**config.mk**
```make
export PLATFORM = sky130hd
export DESIGN_NAME = word_case_frame_converter_flat
export DESIGN_NICKNAME = d
export VERILOG_FILES = /design/src/hw/rtl/wcfc_pkg.sv /design/src/hw/rtl/wcfc_if.sv /design/src/hw/rtl/wcfc_step.sv /design/src/hw/rtl/word_case_frame_converter.sv /design/src/flat_wrapper.sv
export SDC_FILE = /design/constraint.sdc
export NUM_CORES = 1
export LEC_CHECK = 0
export BUFFER_PORTS_ARGS = -buffer_cell sky130_fd_sc_hd__clkbuf_2
export CORE_ASPECT_RATIO = 0.7
export CORE_UTILIZATION = 45
export CTS_CLUSTER_DIAMETER = 120
export DETAILED_ROUTE_END_ITERATION = 10
export GPL_ROUTABILITY_DRIVEN = 0
export PLACE_DENSITY = 0.72
export SYNTH_ARGS = -nofsm -noshare
export SYNTH_HDL_FRONTEND = slang
export SYNTH_HIERARCHICAL = 1
export SYNTH_SLANG_ARGS = --single-unit
```
**constraint.sdc**
```tcl
create_clock -name i_clk -period 3.23 [get_ports i_clk]
set_input_delay 0.1615 -clock i_clk [delete_from_list [all_inputs] [get_ports i_clk]]
set_output_delay 0.1615 -clock i_clk [all_outputs]
set_load 0.1 [all_outputs]
```
**src/hw/rtl/wcfc_pkg.sv**
```systemverilog
// Package for the word case frame converter: state and result types,
// style, phase and error codes, character constants and helper functions.
// Depends on nothing.
`default_nettype none

package wcfc_pkg;

    localparam int WordLimitDefault      = 10;
    localparam int SeparatorLimitDefault = 15;

    localparam logic [1:0] MODE_NONE   = 2'd0;
    localparam logic [1:0] MODE_SNAKE  = 2'd1;
    localparam logic [1:0] MODE_CAMEL  = 2'd2;
    localparam logic [1:0] MODE_PASCAL = 2'd3;

    localparam logic [2:0] PH_CMD   = 3'd0;
    localparam logic [2:0] PH_START = 3'd1;
    localparam logic [2:0] PH_WORD  = 3'd2;
    localparam logic [2:0] PH_ERR   = 3'd3;

    localparam logic [1:0] ERR_NONE   = 2'd0;
    localparam logic [1:0] ERR_DATA   = 2'd1;
    localparam logic [1:0] ERR_OPCODE = 2'd2;

    localparam logic [1:0] STS_OK     = 2'd0;
    localparam logic [1:0] STS_DATA   = 2'd1;
    localparam logic [1:0] STS_OPCODE = 2'd2;

    localparam logic [7:0] CH_SNAKE  = 8'h53;  // 'S'
    localparam logic [7:0] CH_CAMEL  = 8'h43;  // 'C'
    localparam logic [7:0] CH_PASCAL = 8'h50;  // 'P'
    localparam logic [7:0] CH_UNDER  = 8'h5F;  // '_'
    localparam logic [7:0] CH_SPACE  = 8'h20;  // ' '
    localparam logic [7:0] CH_E      = 8'h45;  // 'E'
    localparam logic [7:0] CH_ZERO   = 8'h30;  // '0'
    localparam logic [7:0] CH_ONE    = 8'h31;  // '1'
    localparam logic [7:0] CH_NUL    = 8'h00;

    localparam logic [4:0] WORDS_MAX = 5'd31;

    typedef struct packed {
        logic [1:0] style_mode;
        logic [2:0] phase;
        logic [3:0] letters_in_word;
        logic [4:0] words_seen;
        logic [1:0] error_kind;
    } t_state;

    typedef struct packed {
        logic [7:0] out_char;
        logic       error_reply;
        logic       last;
        logic [1:0] status;
    } t_result;

    // Up to three result words caused by one input word, issued from item 0.
    typedef struct packed {
        logic [1:0]        count;
        t_result [2:0]     items;
    } t_group;

    localparam t_state STATE_RESET = '{
        style_mode: MODE_NONE, phase: PH_CMD, letters_in_word: 4'd0,
        words_seen: 5'd0, error_kind: ERR_NONE};

    function automatic logic is_upper(input logic [7:0] c);
        return (c >= 8'h41) && (c <= 8'h5A);
    endfunction

    function automatic logic is_lower(input logic [7:0] c);
        return (c >= 8'h61) && (c <= 8'h7A);
    endfunction

    // Case of a letter is bit 5 of its code.
    function automatic logic [7:0] word_initial(input logic [7:0] c, input logic low);
        logic [7:0] r;
        r = c;
        if (low && is_upper(c)) begin
            r = c | 8'h20;
        end else if (!low && is_lower(c)) begin
            r = c & 8'hDF;
        end
        return r;
    endfunction

    function automatic t_result mk_result(input logic [7:0] ch, input logic er,
                                          input logic lst, input logic [1:0] st);
        t_result r;
        r.out_char    = ch;
        r.error_reply = er;
        r.last        = lst;
        r.status      = st;
        return r;
    endfunction

endpackage

`default_nettype wire

```
**src/hw/rtl/wcfc_if.sv**
```systemverilog
// Valid/ready channel interfaces for the word case frame converter:
// one for input words (symbol, frame end) and one for result words.
// Depends on nothing.
`default_nettype none

interface wcfc_in_if;
    logic       valid;
    logic       ready;
    logic [7:0] symbol;
    logic       frame_end;

    modport source (output valid, output symbol, output frame_end, input ready);
    modport sink   (input valid, input symbol, input frame_end, output ready);
endinterface

interface wcfc_out_if;
    logic       valid;
    logic       ready;
    logic [7:0] out_char;
    logic       error_reply;
    logic       last;
    logic [1:0] status;

    modport source (output valid, output out_char, output error_reply,
                    output last, output status, input ready);
    modport sink   (input valid, input out_char, input error_reply,
                    input last, input status, output ready);
endinterface

`default_nettype wire

```
**src/hw/rtl/wcfc_step.sv**
```systemverilog
// Conversion step: next frame state and the result group for one input word.
// Depends on wcfc_pkg.
`default_nettype none

module wcfc_step #(
    parameter int WORD_LIMIT      = wcfc_pkg::WordLimitDefault,
    parameter int SEPARATOR_LIMIT = wcfc_pkg::SeparatorLimitDefault
) (
    input  wcfc_pkg::t_state i_state,
    input  logic [7:0]       i_symbol,
    input  logic             i_frame_end,
    output wcfc_pkg::t_state o_state,
    output wcfc_pkg::t_group o_group
);
    import wcfc_pkg::*;

    logic [4:0] words_inc;
    logic [4:0] letters_inc;
    logic [1:0] end_err;
    logic       first_low;

    assign words_inc   = (i_state.words_seen < WORDS_MAX) ? i_state.words_seen + 5'd1
                                                          : i_state.words_seen;
    assign letters_inc = {1'b0, i_state.letters_in_word} + 5'd1;
    assign first_low   = (i_state.style_mode == MODE_SNAKE) ||
                         ((i_state.words_seen == 5'd0) && (i_state.style_mode == MODE_CAMEL));

    always_comb begin
        o_state       = i_state;
        o_group       = '0;
        end_err       = ERR_NONE;

        if (i_frame_end) begin
            unique case (i_state.phase)
                PH_CMD:   end_err = ERR_OPCODE;
                PH_START: end_err = ERR_DATA;
                PH_ERR:   end_err = i_state.error_kind;
                default:  end_err = ERR_NONE;
            endcase
            if (end_err == ERR_NONE) begin
                o_group.count    = 2'd1;
                o_group.items[0] = mk_result(CH_NUL, 1'b0, 1'b1, STS_OK);
            end else begin
                o_group.count    = 2'd3;
                o_group.items[0] = mk_result(CH_E, 1'b1, 1'b0, STS_OK);
                o_group.items[1] = mk_result(CH_ZERO, 1'b1, 1'b0, STS_OK);
                o_group.items[2] = (end_err == ERR_OPCODE)
                                 ? mk_result(CH_ONE, 1'b1, 1'b1, STS_OPCODE)
                                 : mk_result(CH_ZERO, 1'b1, 1'b1, STS_DATA);
            end
            o_state = STATE_RESET;
        end else begin
            unique case (i_state.phase)
                PH_CMD: begin
                    o_group.count    = 2'd1;
                    o_group.items[0] = mk_result(i_symbol, 1'b0, 1'b0, STS_OK);
                    o_state.phase    = PH_START;
                    case (i_symbol)
                        CH_SNAKE:  o_state.style_mode = MODE_SNAKE;
                        CH_CAMEL:  o_state.style_mode = MODE_CAMEL;
                        CH_PASCAL: o_state.style_mode = MODE_PASCAL;
                        default: begin
                            o_state.phase      = PH_ERR;
                            o_state.error_kind = ERR_OPCODE;
                        end
                    endcase
                end
                PH_START: begin
                    if (is_upper(i_symbol) || is_lower(i_symbol)) begin
                        o_group.count    = 2'd1;
                        o_group.items[0] = mk_result(word_initial(i_symbol, first_low),
                                                     1'b0, 1'b0, STS_OK);
                        o_state.letters_in_word = 4'd1;
                        o_state.phase           = PH_WORD;
                    end else begin
                        o_state.phase      = PH_ERR;
                        o_state.error_kind = ERR_DATA;
                    end
                end
                PH_WORD: begin
                    if (is_lower(i_symbol)) begin
                        if (letters_inc >= 5'(WORD_LIMIT)) begin
                            o_state.phase      = PH_ERR;
                            o_state.error_kind = ERR_DATA;
                        end else begin
                            o_state.letters_in_word = letters_inc[3:0];
                            o_group.count    = 2'd1;
                            o_group.items[0] = mk_result(i_symbol, 1'b0, 1'b0, STS_OK);
                        end
                    end else begin
                        o_state.words_seen = words_inc;
                        if (words_inc > 5'(SEPARATOR_LIMIT)) begin
                            o_state.phase      = PH_ERR;
                            o_state.error_kind = ERR_DATA;
                        end else if ((i_symbol == CH_UNDER) || (i_symbol == CH_SPACE)) begin
                            if (i_state.style_mode == MODE_SNAKE) begin
                                o_group.count    = 2'd1;
                                o_group.items[0] = mk_result(CH_UNDER, 1'b0, 1'b0, STS_OK);
                            end
                            o_state.letters_in_word = 4'd0;
                            o_state.phase           = PH_START;
                        end else if (is_upper(i_symbol)) begin
                            if (i_state.style_mode == MODE_SNAKE) begin
                                o_group.count    = 2'd2;
                                o_group.items[0] = mk_result(CH_UNDER, 1'b0, 1'b0, STS_OK);
                                o_group.items[1] = mk_result(word_initial(i_symbol, 1'b1),
                                                             1'b0, 1'b0, STS_OK);
                            end else begin
                                o_group.count    = 2'd1;
                                o_group.items[0] = mk_result(word_initial(i_symbol, 1'b0),
                                                             1'b0, 1'b0, STS_OK);
                            end
                            o_state.letters_in_word = 4'd1;
                        end else begin
                            o_state.phase      = PH_ERR;
                            o_state.error_kind = ERR_DATA;
                        end
                    end
                end
                default: begin
                    // Error phase: input is dropped until the frame ends.
                end
            endcase
        end
    end

endmodule

`default_nettype wire

```
**src/hw/rtl/word_case_frame_converter.sv**
```systemverilog
// Top level of the word case frame converter: input register, frame state,
// result group register and the output sequencer.
// Depends on wcfc_pkg, wcfc_if (wcfc_in_if, wcfc_out_if) and wcfc_step.
`default_nettype none

// Channel   Direction  Payload                              Handshake
// i_sym     in         symbol[7:0], frame_end               valid/ready
// o_res     out        out_char[7:0], error_reply, last,    valid/ready
//                      status[1:0]
//
// An input word is taken into an input register and converted, once the
// result group register is empty or its final word leaves, into a group of
// zero to three result words; those are issued one per cycle from the result
// group register while the output is ready, so the rate is set by the
// result register draining its words. The path from input accept to the first
// result runs through the input register and the result group register.
// Synchronous active-low reset clears the frame state and both valid flags.
// A stall on the output holds the group; the input register still takes one
// more word and then holds ready low until the group has been handed on.

module word_case_frame_converter #(
    parameter int WORD_LIMIT      = wcfc_pkg::WordLimitDefault,
    parameter int SEPARATOR_LIMIT = wcfc_pkg::SeparatorLimitDefault
) (
    input  wire logic  i_clk,
    input  wire logic  i_rst_n,
    wcfc_in_if.sink    i_sym,
    wcfc_out_if.source o_res
);
    import wcfc_pkg::*;

    // Input register.
    logic       r_in_valid;
    logic [7:0] r_in_symbol;
    logic       r_in_frame_end;

    // Frame state, advanced when the input register moves into the group.
    t_state     r_state;
    t_state     n_state;

    // Result group register and read pointer within it.
    t_group     n_group;
    t_result [2:0] r_items;
    logic [1:0] r_cnt;
    logic [1:0] r_idx;

    logic in_fire;
    logic out_fire;
    logic last_take;
    logic can_load;
    logic load;

    wcfc_step #(
        .WORD_LIMIT      (WORD_LIMIT),
        .SEPARATOR_LIMIT (SEPARATOR_LIMIT)
    ) u_step (
        .i_state     (r_state),
        .i_symbol    (r_in_symbol),
        .i_frame_end (r_in_frame_end),
        .o_state     (n_state),
        .o_group     (n_group)
    );

    // The group may be replaced when it is empty or its final word leaves now.
    assign out_fire  = o_res.valid && o_res.ready;
    assign last_take = out_fire && (r_idx == (r_cnt - 2'd1));
    assign can_load  = (r_cnt == 2'd0) || last_take;
    assign load      = r_in_valid && can_load;

    assign i_sym.ready = !r_in_valid || can_load;
    assign in_fire     = i_sym.valid && i_sym.ready;

    assign o_res.valid       = (r_cnt != 2'd0);
    assign o_res.out_char    = r_items[r_idx].out_char;
    assign o_res.error_reply = r_items[r_idx].error_reply;
    assign o_res.last        = r_items[r_idx].last;
    assign o_res.status      = r_items[r_idx].status;

    always_ff @(posedge i_clk) begin
        if (!i_rst_n) begin
            r_in_valid <= 1'b0;
            r_state    <= STATE_RESET;
            r_cnt      <= 2'd0;
            r_idx      <= 2'd0;
        end else begin
            if (in_fire) begin
                r_in_valid <= 1'b1;
            end else if (can_load) begin
                r_in_valid <= 1'b0;
            end

            if (load) begin
                r_state <= n_state;
                r_cnt   <= n_group.count;
                r_idx   <= 2'd0;
            end else if (last_take) begin
                r_cnt <= 2'd0;
                r_idx <= 2'd0;
            end else if (out_fire) begin
                r_idx <= r_idx + 2'd1;
            end
        end
    end

    // Payload registers carry no reset.
    always_ff @(posedge i_clk) begin
        if (in_fire) begin
            r_in_symbol    <= i_sym.symbol;
            r_in_frame_end <= i_sym.frame_end;
        end
        if (load) begin
            r_items <= n_group.items;
        end
    end

endmodule

`default_nettype wire
```
**src/flat_wrapper.sv**
```systemverilog
// flat-port wrapper written by rule: the top's interface ports become plain ports
module word_case_frame_converter_flat import wcfc_pkg::*;
#(
    parameter int WORD_LIMIT      = wcfc_pkg::WordLimitDefault,
    parameter int SEPARATOR_LIMIT = wcfc_pkg::SeparatorLimitDefault
)
  (i_clk, i_rst_n, i_sym_valid, i_sym_symbol, i_sym_frame_end, i_sym_ready, o_res_valid, o_res_out_char, o_res_error_reply, o_res_last, o_res_status, o_res_ready);
  wcfc_in_if i_sym_i ();
  wcfc_out_if o_res_i ();
  input  wire logic i_clk;
  input  wire logic i_rst_n;
  input wire logic [$bits(i_sym_i.valid)-1:0] i_sym_valid;
  input wire logic [$bits(i_sym_i.symbol)-1:0] i_sym_symbol;
  input wire logic [$bits(i_sym_i.frame_end)-1:0] i_sym_frame_end;
  output wire logic [$bits(i_sym_i.ready)-1:0] i_sym_ready;
  output wire logic [$bits(o_res_i.valid)-1:0] o_res_valid;
  output wire logic [$bits(o_res_i.out_char)-1:0] o_res_out_char;
  output wire logic [$bits(o_res_i.error_reply)-1:0] o_res_error_reply;
  output wire logic [$bits(o_res_i.last)-1:0] o_res_last;
  output wire logic [$bits(o_res_i.status)-1:0] o_res_status;
  input wire logic [$bits(o_res_i.ready)-1:0] o_res_ready;
  assign i_sym_i.valid = i_sym_valid;
  assign i_sym_i.symbol = i_sym_symbol;
  assign i_sym_i.frame_end = i_sym_frame_end;
  assign i_sym_ready = i_sym_i.ready;
  assign o_res_valid = o_res_i.valid;
  assign o_res_out_char = o_res_i.out_char;
  assign o_res_error_reply = o_res_i.error_reply;
  assign o_res_last = o_res_i.last;
  assign o_res_status = o_res_i.status;
  assign o_res_i.ready = o_res_ready;
  word_case_frame_converter #(.WORD_LIMIT(WORD_LIMIT), .SEPARATOR_LIMIT(SEPARATOR_LIMIT)) u_core (.i_clk(i_clk), .i_rst_n(i_rst_n), .i_sym(i_sym_i), .o_res(o_res_i));
endmodule
```
==> qor.yml <==
run_status:
  status: "finished, violations left"
  violations: "DRC"
drt:
  finalWirelength_um: 8370
  drc: 2
  drt_iter0_drc: 338
  first_pass_iters: 8
  viasPerCell: 5.81
  vias: 3078
  drtAntennaViolNets: 0
  wire_per_inst_um: 15.8
logic_synthesis:
  synth_ff_type: "edfxtp_1"
  synth_edf_count: 45
  synthCells: 401
  avgSynthCellArea_um2: 9.55
  ys_seq_elements: 66
  yosys.area.top_type: "edfxtp_1"
  yosysSeqAreaShare_pct: 46.2
  synth.top_cell.area_share_pct: 35.3
  synthTopCellsByArea: "edfxtp_1, dfxtp_1, mux2i_1, nand2_1, buf_4"
  ys_warn_count: 6
  async_flop_share_pct: 0
  synth_area_mm2: 0.00383
  synth.distinct_cells: 60
timing:
  slew_headroom_pct: 27.1
  post-route-period-util_pct: 85.7
  final_max_slew_viol_count: 0
  setup_ws_ps: 461
  setup_violations: 0
  worst_slew_pin_slew_ps: 1090
  tns_ps: 0
  rsz0062_at_grt: "false"
  period_needed_ps: 2770
  hold_viol: 0
  clock_skew_ps: 5.06
  max_freq_mhz: 361
layout:
  num-fill-cells: 716
  nets: 442
  final_layout_size_suffix_gt1_share_pct: 14.5
  diodes: 0
  ff_latch_area_mm2: 0.00177
  multiInputGateArea_mm2: 0.00180
  area_growth_pct: 12.9
pwr:
  swShare_pct: 29.3
  power.static_leakage_uw: 0.00157
  sequentialPowerShare_pct: 41.3
  p_sw_uw: 709
  p_int_uw: 1710
  cellPowerDensity_mw_per_mm2: 559
  vdd_drop_max_v: 0.000360
  clkPwrFrac_pct: 40.9
  pwr-share-comb_pct: 17.8
worst_setup_path:
  r2r-start: "u_core/r_state[8]"
  worst_ep_required_time_ps: 3500
  worstPathArrival_ps: 3030
  cp_common_cell: "nand2_1"
  cp-start-kind: "flop"
  critical-path-slowest-cell: "or3b_2"
  worst_path_largest_cell_delay_ps: 450
  r2r_end: "u_core/r_state[1]"
  r2r_slack_ps: 460
  end_kind: "flop"
  crit_chain: "inv_1, ha_1, or3b_2, a21oi_1, o2111ai_1, o21ai_2, nand2_1, a221oi_1, nand2_1, mux2i_1"
  endpoint: "u_core/r_state[1]"
  worstSetupStartpoint: "u_core/r_state[8]"
  path_depth: 10
  critPathTopFamily: "compound AO/OA/AOI/OAI gates"
  cp_max_fo: 7
  path_buf_inv: 1
  critPathKind: "flop to flop"
  r2r_cells: 10
grt:
  grt_overflow: 0
  grt_pass1_vias: 2760
  grt_util_all_layers_pct: 20.3
  grt_max_degree: 40
  antenna_found_initial: 0
  grt_first_pass_wirelength_um: 13800
placement:
  place_ws_ps: 513
  place_hpwl_um: 5830
  port_buffers: 26
clock_tree:
  clk_latency_ps: 330
  ctsResizeCount: 0
  numCtsBuffers: 9
  cts.clk_slew.worst_paths_ps: 60
  cts_max_level: 3
  root_buffer: "clkbuf_16"
  cts_tree: "built"
  clockBufferDepth: 2
  cts_sinks: 66
floorplan:
  row_count: 27
  pin_count: 27
  dieArea_mm2: 0.00889
  initial_core_util_pct: 47.7
  die_w_um: 112
  die_height_um: 79.2
  fp.coreArea_mm2: 0.00804
flow_run:
  drv_cap: 0
hold_path:
  hold_class: "primary input to flop"
-- cells by family (layout without fill, tap and decap cells) --
kind of cell,after synthesis,in the layout,share of synthesized area (%)
xor+xnor,4,4,0.915
fa+ha+maj,5,5,1.63
simple gates,147,147,19.0
compound gates,92,92,16.3
flops,66,66,46.2
mux,30,30,7.84
other cells,1,11,0.0979
buf+inv,56,74,7.97
-- power groups by stage --
stage / Sequential [µW] / Combinational [µW] / Clock, µW
finish: 1000 / 430 / 989
global route: 1010 / 459 / 1030
CTS: 1000 / 429 / 1010
detailed placement: 1020 / 422 / 0
global placement: 1010 / 415 / 0
floorplan: 998 / 375 / 0
-- repair_timing --
item | 4_1_cts | 5_1_grt
buffers inserted | 0 | 0
hold buffers | 6 | 0
endpoints found under the hold margin | 6 | 0
-- worst min path at each step --
| stage | from | to | slack (ps) | cells past startpoint |
|---|---|---|---|---|
| after CTS | i_sym_symbol[3] | u_core/r_in_symbol[3] | 5 | 1 |
| after detailed placement | i_sym_symbol[6] | u_core/r_in_symbol[6] | 340 | 1 |
| after floorplan | i_sym_frame_end | u_core/r_in_frame_end | 260 | 0 |
| after global routing | i_sym_symbol[3] | u_core/r_in_symbol[3] | 7 | 1 |
| final | i_sym_symbol[2] | u_core/r_in_symbol[2] | 10 | 1 |
| after global placement | i_sym_symbol[6] | u_core/r_in_symbol[6] | 340 | 1 |
-- flip-flops by register name, summed over array words and instances, names as in the netlist --
register,count
u_core/r_items,36
u_core/r_in_symbol,8
u_core/r_cnt,2
u_core/r_in_valid,1
u_core/r_in_frame_end,1
u_core/r_state,16
u_core/r_idx,2
-- cell usage after synthesis (all sizes together) (2+ instances only) --
cell type / instances
a21boi: 2
o2111ai: 2
and3: 2
ha: 5
inv: 17
a31oi: 8
nor3: 8
a311oi: 3
a221oi: 3
nor2b: 10
dfxtp: 21
or3: 5
nand3: 2
o21ai: 25
nand2: 63
nand3b: 3
clkbuf: 14
buf: 25
nor3b: 3
nand2b: 4
mux2i: 30
nand4: 5
and2: 6
a21o: 2
xor2: 3
a41oi: 3
nor4: 5
and4: 2
edfxtp: 45
o22ai: 2
or2: 3
a211oi: 10
a21oi: 21
nor2: 23
-- placed cells by master, fill, tap and decap left out, types with 6 or more instances in the layout --
cell and instances:
nand2_1 62, edfxtp_1 45, mux2i_1 30, clkbuf_2 26, o21ai_0 24, nor2_1 23
dfxtp_1 21, a21oi_1 21, inv_1 17, conb_1 11, nor2b_1 10, clkbuf_16 9
buf_4 9, a211oi_1 9, a31oi_1 7, nor3_1 7, dlygate4sd3_1 6, and2_1 6
-- through the flow --
| step | util [%] | cell area (µm²) | cells | hold WS, ps | power [µW] |
|---|---|---|---|---|---|
| 3_3_place_gp | 49.2 | 3960 | 508 | 340 | 1430 |
| 2_1_floorplan | - | 3870 | 411 | 260 | 1370 |
| 3_5_place_dp | 49.2 | 3960 | 508 | 340 | 1440 |
| 5_1_grt | 53.8 | 4330 | 530 | 7.46 | 2500 |
| 6_report | 53.8 | 4330 | 530 | 14.5 | 2420 |
| 4_1_cts | 53.8 | 4330 | 530 | 4.81 | 2440 |
-- layout make-up --
type                       count  area share, %
timing repair buffer          41           5.96
inverter                      17           1.48
clock inverter                 4           1.16
clock buffer                  12           5.93
sequential                    66           41.0
tap                          101           2.92
multi-input combinational    289           41.6
-- routing by layer --
layer  GRT usage [%]  vias up  part of all wire (%)
li1                -     1480                     -
met1            28.3     1446                    47
met2            30.8      140                    43
met3            5.50       12                   9.3
met4            6.53        0                   1.3
met5               0        -                     0
(Power assumes the default switching activity.)
